**src/sv/b64d_pkg.sv**
```systemverilog
// ----------------------------------------------------------------------------
// b64d_pkg
// Shared types, status codes and the character classifier of the Base64
// stream decoder.
// ----------------------------------------------------------------------------
package b64d_pkg;

    localparam int Q_DEPTH = 2;

    localparam logic [1:0] ST_OK       = 2'd0;
    localparam logic [1:0] ST_BAD_CHAR = 2'd1;
    localparam logic [1:0] ST_BAD_PAD  = 2'd2;
    localparam logic [1:0] ST_BAD_LEN  = 2'd3;

    localparam logic [1:0] POS_LAST = 2'd3;
    localparam logic [1:0] POS_PAD  = 2'd2;

    typedef enum logic [1:0] {
        CLS_DATA,
        CLS_PAD,
        CLS_BAD
    } char_class_t;

    typedef struct packed {
        char_class_t cls;
        logic [5:0]  val;
    } sextet_t;

    // One classified character as it travels from front to back
    typedef struct packed {
        sextet_t sx;
        logic    last;
    } entry_t;

    function automatic sextet_t classify(logic [7:0] c);
        sextet_t s;
        s.cls = CLS_DATA;
        s.val = '0;
        case (c) inside
            [8'h41:8'h5A]: s.val = 6'(c - 8'h41);
            [8'h61:8'h7A]: s.val = 6'(c - 8'h47);
            [8'h30:8'h39]: s.val = 6'(c + 8'h04);
            8'h2B:         s.val = 6'd62;
            8'h2F:         s.val = 6'd63;
            8'h3D:         s.cls = CLS_PAD;
            default:       s.cls = CLS_BAD;
        endcase
        return s;
    endfunction

endpackage

```
**src/sv/b64d_front.sv**
```systemverilog
// ----------------------------------------------------------------------------
// b64d_front
// Input stage: takes one character per transfer, classifies it against the
// alphabet and holds the result for the queue.
// ----------------------------------------------------------------------------
module b64d_front
    import b64d_pkg::*;
(
    input  logic       clk,
    input  logic       rst_n,
    input  logic [7:0] char_in,
    input  logic       is_last,
    input  logic       in_valid,
    output logic       in_ready,
    output entry_t     push_entry,
    output logic       push_valid,
    input  logic       push_ready
);

    logic   valid_reg;
    logic   valid_next;
    entry_t entry_reg;

    assign in_ready   = !valid_reg || push_ready;
    assign push_valid = valid_reg;
    assign push_entry = entry_reg;

    always_comb
    begin
        valid_next = valid_reg;
        if (in_valid && in_ready)
        begin
            valid_next = 1'b1;
        end
        else if (push_ready)
        begin
            valid_next = 1'b0;
        end
    end

    always_ff @(posedge clk or negedge rst_n)
    begin
        if (!rst_n)
        begin
            valid_reg <= 1'b0;
        end
        else
        begin
            valid_reg <= valid_next;
        end
    end

    always_ff @(posedge clk)
    begin
        if (in_valid && in_ready)
        begin
            entry_reg.sx   <= classify(char_in);
            entry_reg.last <= is_last;
        end
    end

endmodule

```
**src/sv/b64d_queue.sv**
```systemverilog
// ----------------------------------------------------------------------------
// b64d_queue
// Short register queue between the classifier and the decode stage.
// ----------------------------------------------------------------------------
module b64d_queue
    import b64d_pkg::*;
(
    input  logic   clk,
    input  logic   rst_n,
    input  entry_t push_entry,
    input  logic   push_valid,
    output logic   push_ready,
    output entry_t pop_entry,
    output logic   pop_valid,
    input  logic   pop_ready
);

    localparam int PTR_W = (Q_DEPTH > 1) ? $clog2(Q_DEPTH) : 1;
    localparam int CNT_W = $clog2(Q_DEPTH + 1);

    entry_t             slots_reg [Q_DEPTH];
    logic [PTR_W-1:0]   wr_ptr_reg;
    logic [PTR_W-1:0]   wr_ptr_next;
    logic [PTR_W-1:0]   rd_ptr_reg;
    logic [PTR_W-1:0]   rd_ptr_next;
    logic [CNT_W-1:0]   count_reg;
    logic [CNT_W-1:0]   count_next;
    logic               do_push;
    logic               do_pop;

    assign push_ready = (count_reg != CNT_W'(Q_DEPTH));
    assign pop_valid  = (count_reg != '0);
    assign pop_entry  = slots_reg[rd_ptr_reg];
    assign do_push    = push_valid && push_ready;
    assign do_pop     = pop_valid && pop_ready;

    always_comb
    begin
        wr_ptr_next = wr_ptr_reg;
        rd_ptr_next = rd_ptr_reg;
        count_next  = count_reg;
        if (do_push)
        begin
            wr_ptr_next = (wr_ptr_reg == PTR_W'(Q_DEPTH - 1)) ? '0 : wr_ptr_reg + 1'b1;
        end
        if (do_pop)
        begin
            rd_ptr_next = (rd_ptr_reg == PTR_W'(Q_DEPTH - 1)) ? '0 : rd_ptr_reg + 1'b1;
        end
        if (do_push && !do_pop)
        begin
            count_next = count_reg + 1'b1;
        end
        else if (do_pop && !do_push)
        begin
            count_next = count_reg - 1'b1;
        end
    end

    always_ff @(posedge clk or negedge rst_n)
    begin
        if (!rst_n)
        begin
            wr_ptr_reg <= '0;
            rd_ptr_reg <= '0;
            count_reg  <= '0;
        end
        else
        begin
            wr_ptr_reg <= wr_ptr_next;
            rd_ptr_reg <= rd_ptr_next;
            count_reg  <= count_next;
        end
    end

    always_ff @(posedge clk)
    begin
        if (do_push)
        begin
            slots_reg[wr_ptr_reg] <= push_entry;
        end
    end

endmodule

```
**src/sv/b64d_back.sv**
```systemverilog
// ----------------------------------------------------------------------------
// b64d_back
// Decode stage: group position, leftover bits, pad and error tracking, and
// the output register.
// ----------------------------------------------------------------------------
module b64d_back
    import b64d_pkg::*;
(
    input  logic       clk,
    input  logic       rst_n,
    input  entry_t     pop_entry,
    input  logic       pop_valid,
    output logic       pop_ready,
    output logic [7:0] data_byte,
    output logic       byte_valid,
    output logic       end_of_string,
    output logic [1:0] status,
    output logic       out_valid,
    input  logic       out_ready
);

    logic [1:0] pos_reg;
    logic [1:0] pos_next;
    logic [5:0] left_reg;
    logic [5:0] left_next;
    logic       pad_reg;
    logic       pad_next;
    logic [1:0] err_reg;
    logic [1:0] err_next;

    logic       out_valid_reg;
    logic       out_valid_next;
    logic [7:0] data_reg;
    logic [7:0] data_next;
    logic       bvalid_reg;
    logic       bvalid_next;
    logic       eos_reg;
    logic       eos_next;
    logic [1:0] status_reg;
    logic [1:0] status_next;

    logic       do_pop;
    logic       have_byte;
    logic [7:0] byte_val;
    logic [1:0] err;
    logic [1:0] st;
    logic       emit;

    assign pop_ready     = !out_valid_reg || out_ready;
    assign do_pop        = pop_valid && pop_ready;
    assign out_valid     = out_valid_reg;
    assign data_byte     = data_reg;
    assign byte_valid    = bvalid_reg;
    assign end_of_string = eos_reg;
    assign status        = status_reg;

    always_comb
    begin
        pos_next       = pos_reg;
        left_next      = left_reg;
        pad_next       = pad_reg;
        err_next       = err_reg;
        have_byte      = 1'b0;
        byte_val       = '0;
        err            = err_reg;
        st             = ST_OK;
        emit           = 1'b0;
        out_valid_next = out_ready ? 1'b0 : out_valid_reg;
        data_next      = data_reg;
        bvalid_next    = bvalid_reg;
        eos_next       = eos_reg;
        status_next    = status_reg;

        if (do_pop)
        begin
            if (err_reg == ST_OK)
            begin
                if (pad_reg)
                begin
                    if (!(pop_entry.sx.cls == CLS_PAD && pop_entry.last))
                    begin
                        err = ST_BAD_PAD;
                    end
                end
                else
                begin
                    case (pop_entry.sx.cls)
                        CLS_BAD:
                        begin
                            err = ST_BAD_CHAR;
                        end
                        CLS_PAD:
                        begin
                            if (pos_reg == POS_PAD)
                            begin
                                if (!pop_entry.last)
                                begin
                                    pad_next = 1'b1;
                                end
                            end
                            else if (!(pos_reg == POS_LAST && pop_entry.last))
                            begin
                                err = ST_BAD_PAD;
                            end
                        end
                        default:
                        begin
                            case (pos_reg)
                                2'd0:
                                begin
                                    left_next = pop_entry.sx.val;
                                end
                                2'd1:
                                begin
                                    byte_val  = {left_reg, pop_entry.sx.val[5:4]};
                                    left_next = {2'b00, pop_entry.sx.val[3:0]};
                                    have_byte = 1'b1;
                                end
                                2'd2:
                                begin
                                    byte_val  = {left_reg[3:0], pop_entry.sx.val[5:2]};
                                    left_next = {4'b0000, pop_entry.sx.val[1:0]};
                                    have_byte = 1'b1;
                                end
                                default:
                                begin
                                    byte_val  = {left_reg[1:0], pop_entry.sx.val};
                                    left_next = '0;
                                    have_byte = 1'b1;
                                end
                            endcase
                        end
                    endcase
                end
                err_next = err;
            end

            if (pop_entry.last)
            begin
                st = (pos_reg != POS_LAST) ? ST_BAD_LEN : err;
                emit        = 1'b1;
                data_next   = (st == ST_OK) ? byte_val : 8'h00;
                bvalid_next = (st == ST_OK) && have_byte;
                eos_next    = 1'b1;
                status_next = st;
                pos_next    = '0;
                left_next   = '0;
                pad_next    = 1'b0;
                err_next    = ST_OK;
            end
            else
            begin
                pos_next = pos_reg + 1'b1;
                if (err == ST_OK && have_byte)
                begin
                    emit        = 1'b1;
                    data_next   = byte_val;
                    bvalid_next = 1'b1;
                    eos_next    = 1'b0;
                    status_next = ST_OK;
                end
            end

            if (emit)
            begin
                out_valid_next = 1'b1;
            end
        end
    end

    always_ff @(posedge clk or negedge rst_n)
    begin
        if (!rst_n)
        begin
            pos_reg       <= '0;
            left_reg      <= '0;
            pad_reg       <= 1'b0;
            err_reg       <= ST_OK;
            out_valid_reg <= 1'b0;
        end
        else
        begin
            pos_reg       <= pos_next;
            left_reg      <= left_next;
            pad_reg       <= pad_next;
            err_reg       <= err_next;
            out_valid_reg <= out_valid_next;
        end
    end

    always_ff @(posedge clk)
    begin
        data_reg   <= data_next;
        bvalid_reg <= bvalid_next;
        eos_reg    <= eos_next;
        status_reg <= status_next;
    end

    // Errors only surface on the final character, which carries no byte
    a_err_only_at_end: assert property (@(posedge clk) disable iff (!rst_n)
        (out_valid_reg && status_reg != ST_OK) |-> (eos_reg && !bvalid_reg))
        else $error("b64d_back: error status outside end of string");

    // State returns to reset once the final character has been decoded
    a_clear_after_last: assert property (@(posedge clk) disable iff (!rst_n)
        (do_pop && pop_entry.last) |=>
            (pos_reg == 2'd0 && err_reg == ST_OK && !pad_reg && left_reg == 6'd0))
        else $error("b64d_back: state not cleared after last character");

    // With no error recorded, a pending pad only sits at the fourth slot
    a_pad_position: assert property (@(posedge clk) disable iff (!rst_n)
        (pad_reg && err_reg == ST_OK) |-> (pos_reg == POS_LAST))
        else $error("b64d_back: pending pad at wrong group position");

endmodule

```
**src/sv/base64_stream_decoder_unit.sv**
```systemverilog
// ----------------------------------------------------------------------------
// base64_stream_decoder_unit
// Streaming Base64 decoder, standard alphabet with '=' padding.
// ----------------------------------------------------------------------------
// One character enters per transfer and the block sustains one character per
// clock while out_ready is high; a decoded byte leaves as soon as its eight
// bits are known, i.e. at the second, third and fourth character of each
// group. A character passes the classifier register, the two-entry queue
// and the output register; the decode step ahead of the output register
// updates group position, leftover bits and error state. Errors are held
// until the character flagged last; that result carries end_of_string and a
// nonzero status, and the consumer should drop the bytes of that string.
// Characters after an error give no result until the last one.
module base64_stream_decoder_unit
    import b64d_pkg::*;
(
    input  logic       clk,
    input  logic       rst_n,
    input  logic [7:0] char_in,
    input  logic       is_last,
    input  logic       in_valid,
    output logic       in_ready,
    output logic [7:0] data_byte,
    output logic       byte_valid,
    output logic       end_of_string,
    output logic [1:0] status,
    output logic       out_valid,
    input  logic       out_ready
);

    entry_t push_entry;
    logic   push_valid;
    logic   push_ready;
    entry_t pop_entry;
    logic   pop_valid;
    logic   pop_ready;

    b64d_front u_front (
        .clk        (clk),
        .rst_n      (rst_n),
        .char_in    (char_in),
        .is_last    (is_last),
        .in_valid   (in_valid),
        .in_ready   (in_ready),
        .push_entry (push_entry),
        .push_valid (push_valid),
        .push_ready (push_ready)
    );

    b64d_queue u_queue (
        .clk        (clk),
        .rst_n      (rst_n),
        .push_entry (push_entry),
        .push_valid (push_valid),
        .push_ready (push_ready),
        .pop_entry  (pop_entry),
        .pop_valid  (pop_valid),
        .pop_ready  (pop_ready)
    );

    b64d_back u_back (
        .clk           (clk),
        .rst_n         (rst_n),
        .pop_entry     (pop_entry),
        .pop_valid     (pop_valid),
        .pop_ready     (pop_ready),
        .data_byte     (data_byte),
        .byte_valid    (byte_valid),
        .end_of_string (end_of_string),
        .status        (status),
        .out_valid     (out_valid),
        .out_ready     (out_ready)
    );

endmodule

```
**config.mk**
```make
export PLATFORM = sky130hd
export DESIGN_NAME = base64_stream_decoder_unit
export DESIGN_NICKNAME = d
export VERILOG_FILES = /design/src/sv/b64d_pkg.sv /design/src/sv/b64d_front.sv /design/src/sv/b64d_queue.sv /design/src/sv/b64d_back.sv /design/src/sv/base64_stream_decoder_unit.sv
export SDC_FILE = /design/constraint.sdc
export NUM_CORES = 1
export LEC_CHECK = 0
export BUFFER_PORTS_ARGS = -buffer_cell sky130_fd_sc_hd__clkbuf_2
export CORE_ASPECT_RATIO = 1.5
export CORE_MARGIN = 2
export CORE_UTILIZATION = 51
export DETAILED_ROUTE_END_ITERATION = 10
export PLACE_DENSITY = 0.78
export SLEW_MARGIN = 15
export SYNTH_ARGS = -nofsm -noshare
export SYNTH_HDL_FRONTEND = slang
export SYNTH_SLANG_ARGS = --single-unit
```
**constraint.sdc**
```tcl
create_clock -name clk -period 2.7 [get_ports clk]
set_input_delay 0.27 -clock clk [delete_from_list [all_inputs] [get_ports clk]]
set_output_delay 0.27 -clock clk [all_outputs]
set_load 0.03 [all_outputs]
```
# Yosys cells after proc, flatten, opt, wreduce, memory -nomap -nowiden
# Memories as Yosys holds them, arrays and structs flattened.
# Index checks and enable logic that the tools add are counted.
dict set report word_totals {
  latchBits 0
  mem_bits_rw 18
  elab_cells 132
  register_bits 38
  input_bits 13
  memories 1
  rom_bits 0
}
# name words width rd rd_ports_with_merged_regs write_ports line
set mem_list {}
lappend mem_list {u_queue.slots_reg 2 9 1 0 1 b64d_queue.sv:21} ;# entry_t slots_reg [Q_DEPTH];
dict set report classes {
  mul 0
  n_div 0
  muxes 57
  magnitude_cmp 6
  bitwise 0
  n_shift 0
  n_eq_ne 12
  n_reduce_logical 32
  addsub 8
}
# cell count
set op_table {}
lappend op_table {{two-way mux 6 bit} 9}
lappend op_table {{two-way mux 8 bit} 6}
lappend op_table {{two-way mux 2 bit} 14}
lappend op_table {{two-way mux 1 bit} 25}
lappend op_table {{equality test 8 x 6 -> 1 bit (second input constant)} 3}
lappend op_table {{one-hot mux 8 bit (3 select lines)} 1}
lappend op_table {{one-hot mux 6 bit (3 select lines)} 1}
lappend op_table {{greater-or-equal comparator 8 x 7 -> 1 bit (second input constant)} 2}
lappend op_table {{less-or-equal comparator 8 x 7 -> 1 bit (second input constant)} 2}
lappend op_table {{logical AND 1 bit} 12}
lappend op_table {{nonzero test 2 bit} 5}
lappend op_table {{greater-or-equal comparator 8 x 6 -> 1 bit (second input constant)} 1}
lappend op_table {{less-or-equal comparator 8 x 6 -> 1 bit (second input constant)} 1}
lappend op_table {{logical NOT 2 bit} 4}
lappend op_table {{adder 6 x 3 -> 6 bit (second input constant)} 1}
lappend op_table {{equality test 2 bit (second input constant)} 3}
lappend op_table {{subtractor 6 x 1 -> 6 bit (second input constant)} 1}
lappend op_table {{subtractor 6 x 3 -> 6 bit (second input constant)} 1}
lappend op_table {{OR reduction 5 bit} 1}
lappend op_table {{adder 2 x 1 -> 2 bit (second input constant)} 2}
lappend op_table {{equality test 2 x 1 -> 1 bit (second input constant)} 2}
lappend op_table {{logical NOT 1 bit} 4}
lappend op_table {{!= test 2 x 1 -> 1 bit (second input constant)} 2}
lappend op_table {{!= test 2 bit (second input constant)} 2}
lappend op_table {{other kinds (7)} 10}

# Logic depth before layout (Yosys ltp)
dict set report logic_depth {
  word_depth 15
  depth_mapped 9
  mapped_depth_nobuf 8
}

# By module
# From an unflattened synthesis, not the netlist that was laid out.
dict set report hier_totals {
  cells_unflattened 262
  hier_area_um2 3094.2
}
# module area_per_inst_um2 seq_area_each_um2 instances cells_per_inst
set by_module_without_submodules {}
lappend by_module_without_submodules {b64d_back 1303.8 660.6 1 123}
lappend by_module_without_submodules {b64d_front 929.6 295.3 1 93}
lappend by_module_without_submodules {b64d_queue 860.8 640.6 1 46}

# Worst setup path before layout
# No wires, ideal clock.
dict set report synth_timing {
  kind {register to register}
  from {register u_queue.rd_ptr_reg}
  to {register u_back.bvalid_reg (netlist: u_back.byte_valid), enable pin}
  slack_ps -61
  stages_incl_launch_ff 9
  arrival_time_ps 2381
  setup_time_ps 380
  cell_sequence {dfrtp_1 > buf_2 > mux2i_1 > inv_1 > ha_1 > or4b_1 > nor2_1 > nor2_1 > nor2_1}
}
dict set report synth_between {
  elab_chain_cells 12
  word_cells_on_any_way 21
  classes_between {eq/ne: 2; mux: 11; reduce/logical: 7; memory: 1}
}
# element line
set synth_rtl {}
lappend synth_rtl {{start, declared} b64d_queue.sv:24} ;# logic [PTR_W-1:0] rd_ptr_reg;
lappend synth_rtl {{start signal, assigned} b64d_queue.sv:71} ;# rd_ptr_reg <= rd_ptr_next;
lappend synth_rtl {{memory (2 x 9 bit) (*)} --}
lappend synth_rtl {{logical AND 1 bit} b64d_back.sv:101} ;# else if (!(pos_reg == POS_LAST && pop_entry.last))
lappend synth_rtl {{two-way mux 2 bit} b64d_back.sv:101}
lappend synth_rtl {{two-way mux 2 bit} b64d_back.sv:94} ;# if (pos_reg == POS_PAD)
lappend synth_rtl {{one-hot mux 2 bit (2 select lines)} b64d_back.sv:87} ;# case (pop_entry.sx.cls)
lappend synth_rtl {{two-way mux 2 bit} b64d_back.sv:78} ;# if (pad_reg)
lappend synth_rtl {{two-way mux 2 bit} b64d_back.sv:76} ;# if (err_reg == ST_OK)
lappend synth_rtl {{two-way mux 2 bit} b64d_back.sv:74} ;# if (do_pop)
lappend synth_rtl {{logical NOT 2 bit} b64d_back.sv:154} ;# if (err == ST_OK && have_byte)
lappend synth_rtl {{logical AND 1 bit} b64d_back.sv:154}
lappend synth_rtl {{nonzero test 2 bit (no line) (*)} --}
lappend synth_rtl {{AND reduction 2 bit (no line) (*)} --}
lappend synth_rtl {{end signal, assigned} b64d_back.sv:194} ;# bvalid_reg <= bvalid_next;
lappend synth_rtl {{end, declared} b64d_back.sv:35} ;# logic bvalid_reg;
# Mark *: on every way between the ends. The rest lies on a longest branch, timed or not. The select of a mux whose other input is x is not followed.
# A chain may end at the register's enable or synchronous reset.

# Final worst setup path
dict set report layout_timing {
  from {register u_queue.rd_ptr_reg}
  to {register u_back.data_reg[3] (netlist: u_back.data_byte[3]) (data pin)}
}
dict set report layout_between {
  elab_chain_cells 12
  word_cells_on_any_way 22
  classes_between {eq/ne: 2; mux: 15; reduce/logical: 4; memory: 1}
}
# element line
set layout_rtl {}
lappend layout_rtl {{memory (2 x 9 bit) (*)} --}
lappend layout_rtl {{logical AND 1 bit} b64d_back.sv:101}
lappend layout_rtl {{two-way mux 2 bit} b64d_back.sv:101}
lappend layout_rtl {{two-way mux 2 bit} b64d_back.sv:94}
lappend layout_rtl {{one-hot mux 2 bit (2 select lines)} b64d_back.sv:87}
lappend layout_rtl {{two-way mux 2 bit} b64d_back.sv:78}
lappend layout_rtl {{two-way mux 2 bit} b64d_back.sv:76}
lappend layout_rtl {{two-way mux 2 bit} b64d_back.sv:74}
lappend layout_rtl {{two-way mux 2 bit} b64d_back.sv:140} ;# st = (pos_reg != POS_LAST) ? ST_BAD_LEN : err;
lappend layout_rtl {{logical NOT 2 bit} b64d_back.sv:142} ;# data_next = (st == ST_OK) ? byte_val : 8'h00;
lappend layout_rtl {{two-way mux 8 bit} b64d_back.sv:142}
lappend layout_rtl {{two-way mux 8 bit (*)} b64d_back.sv:138} ;# if (pop_entry.last)
lappend layout_rtl {{end signal, assigned} b64d_back.sv:193} ;# data_reg <= data_next;
lappend layout_rtl {{end, declared} b64d_back.sv:33} ;# logic [7:0] data_reg;
# Marked as above.

==> impl_metrics.yaml <==
status:
  status: "complete, no violations"
clock_network:
  cts.htree.levels: 2
  root_buffer: "clkbuf_8"
  cts_tree: "done"
  cts.path.max_buffers: 2
  clk_latency_ps: 300
  cts_buffers: 5
  post_cts_buffers: 0
  hold_buffers: 1
  clock_sinks: 56
  cts_resized: 0
  cts.clk_slew.worst_paths_ps: 100
power:
  power_frac_clock_pct: 15.6
  internal-power_mw: 2.07
  ir_worst_vdd_mv: 0.349
  p_leak_nw: 1.30
  power_density_nw_per_um2: 1060
  swShare_pct: 39.7
  power.switching_mw: 1.36
  p_comb_share_pct: 41.9
  seqPwrFrac_pct: 42.5
logic_synthesis:
  synth_cell_types: 49
  yosys.area_share.simple_pct: 13.4
  yosysSeqAreaShare_pct: 55.2
  yosysTopAreaCellShare_pct: 40.5
  syn_area_um2: 2890
  synth_seq_cells: 56
  syn_inst: 249
  synth_edf_count: 39
  yosys-top-cells-area: "edfxtp_1 41%, dfrtp_1 15%, ha_1 6.1%"
  synth_xor_area_share_pct: 1.82
  synth_largest_area_cell: "edfxtp_1"
  synth_area_per_cell_um2: 11.6
  synth_top_family_by_area: "compound AO/OA/AOI/OAI gates"
  synth_mux_area_share_pct: 4.63
  synth-async-reset-ratio_pct: 30.4
  synth-compound-area-share_pct: 15.2
  synth_nets: 276
  synth_flop_cell: "edfxtp_1"
  yosysWarnings: 0
  synthAdderAreaFrac_pct: 6.06
timing:
  slew_viol_final: 0
  setup_ws_ps: 178
  hold_ws_ps: 137
  final_hold_viol_count: 0
  period_minus_slack_ps: 2520
  skew_ps: 4.77
  tns_ps: 0
  finalCritPeriodShare_pct: 93.4
  slew_headroom_pct: 52.0
  setup_viol: 0
  rsz0062_at_grt: "false"
  timing.fmax_ghz: 0.396
  worstMarginPinSlew_ps: 718
grt:
  grt_antenna_before_repair: 0
  grt_max_degree: 21
  overflow: 0
  grt_pass1_vias: 1979
  grt_pass1_wl_mm: 8.80
  grt_use_total_pct: 18.4
drt:
  wl_per_cell_um: 15.1
  drtIter0Drc: 130
  antenna_left: 0
  viasPerCell: 5.87
  routed_wl_mm: 5.27
  drc: 0
  num_vias: 2056
  firstDrtPassIters: 4
finish:
  nets: 306
  design_area_um2: 3220
  drive_above_1_share_pct: 16.1
  largest_reg_flops: 18
  antennaDiodeCount: 0
  syn_to_final_growth_pct: 11.2
  instances_no_fill: 350
critical_path:
  path_max_fanout: 8
  cp-end-kind: "flop"
  worst_ep_arrival_time_ps: 2550
  cp.required_ps: 2720
  rrSetupSlack_ps: 180
  critPathKind: "reg -> reg"
  cp-start-kind: "flop"
floorplanning:
  core_region_area_um2: 5490
  ioPinCount: 27
  rows: 33
  chipHeight_um: 96.2
  dieArea_um2: 6300
  chipWidth_um: 65.5
  initial_utilization_pct: 52.7
hold_path:
  min_path_type: "in -> reg"
placement:
  place_congestion: 0.861
  dpl-instance-area_um2: 3100
  dp.cells: 341
  pre_cts_ws_ps: 251
  dp_hpwl_mm: 3.98
  port_buffers: 26
run:
  maxCapViolCount: 0
## cell usage after synthesis (3+ instances only)
| cell | number |
|---|---|
| edfxtp_1 | 39 |
| nor2_1 | 20 |
| inv_1 | 18 |
| dfrtp_1 | 17 |
| nand2_1 | 16 |
| ha_1 | 14 |
| a21oi_1 | 13 |
| o21ai_0 | 13 |
| a221oi_1 | 10 |
| mux2i_1 | 10 |
| a211oi_1 | 8 |
| nand3_1 | 7 |
| nand2b_1 | 4 |
| nor4b_1 | 4 |
| xnor2_1 | 4 |
| clkbuf_1 | 3 |
| mux2_2 | 3 |
| nor3_1 | 3 |
## worst max-delay path, stage by stage (launching register included)
cell      delay [ps]
dfrtp_1          480
mux2i_1          270
inv_1             70
ha_1             310
nor4b_1          470
nor3b_1          130
nor2b_1          150
o21ai_1          130
buf_4            170
a211oi_1          60
## placed cells by master, fill, tap and decap left out, drive strengths merged, types with 2 or more instances in the layout
cell type,n
a211oi,8
a21o,2
a21oi,13
a221oi,10
a22oi,2
a31oi,2
and3,3
buf,3
clkbuf,32
clkinv,2
dfrtp,17
edfxtp,39
ha,14
inv,18
mux2,3
mux2i,10
nand2,16
nand2b,4
nand3,7
nand4,2
nor2,20
nor2b,2
nor3,4
nor3b,2
nor4,2
nor4b,4
o21a,2
o21ai,15
o22ai,2
o31ai,2
xnor2,4
xor2,2
## cell families (layout without fill, tap and decap cells)
group / Yosys count / in the layout
mux: 13 / 13
buf+inv: 26 / 57
fa+ha+maj: 14 / 14
flops: 56 / 56
simple gates: 71 / 71
xor+xnor: 6 / 6
compound gates: 63 / 63
## stage by stage
| step | util [%] | power [mW] |
|---|---|---|
| final | 58.6 | 3.42 |
| after global routing | 58.6 | 3.64 |
| after CTS | 58.6 | 3.43 |
| after detailed placement | 56.4 | 2.89 |
| after global placement | 56.4 | 2.85 |
| after floorplan | - | 2.51 |
## power groups by stage
stage / clock network, mW / logic, mW / registers (mW)
2_1_floorplan: 0 / 0.859 / 1.65
3_3_place_gp: 0 / 1.39 / 1.46
3_5_place_dp: 0 / 1.42 / 1.47
4_1_cts: 0.541 / 1.43 / 1.46
5_1_grt: 0.579 / 1.56 / 1.49
6_report: 0.535 / 1.43 / 1.45
## layout make-up
type | instances | area [µm²]
Clock inverter | 2 | 35.0
Timing Repair Buffer | 30 | 163
Inverter | 19 | 71.3
Clock buffer | 6 | 72.6
Fill cell | 479 | 2280
Tap cell | 70 | 87.6
Sequential cell | 56 | 1600
Multi-Input combinational cell | 167 | 1190
## final timing paths
| path | from | end | cells past startpoint |
|---|---|---|---|
| worst max-delay path | u_queue.rd_ptr_reg | u_back.data_byte[3] | 9 |
| worst min-delay path | is_last | u_front.push_entry[0] | 1 |
| worst max register to register | u_queue.rd_ptr_reg | u_back.data_byte[3] | 9 |
| worst min register to register | u_front.push_entry[3] | u_queue.slots_reg[0][3] | 0 |
| max in group asynchronous | rst_n | u_back.left_reg[1] | 2 |
| min in group asynchronous | rst_n | u_back.err_reg[1] | 2 |
## layer usage
| metal | part of all wire [%] | up-vias | track usage [%] | wire length [µm] |
|---|---|---|---|---|
| met5 | 0 | - | 0 | 0 |
| met3 | 3.9 | 15 | 3.27 | 207 |
| met4 | 2.8 | 0 | 9.20 | 146 |
| met1 | 36 | 969 | 18.1 | 1900 |
| li1 | - | 996 | - | - |
| met2 | 57 | 76 | 36.1 | 3020 |
No activity file was read; power rests on OpenSTA's default activity.
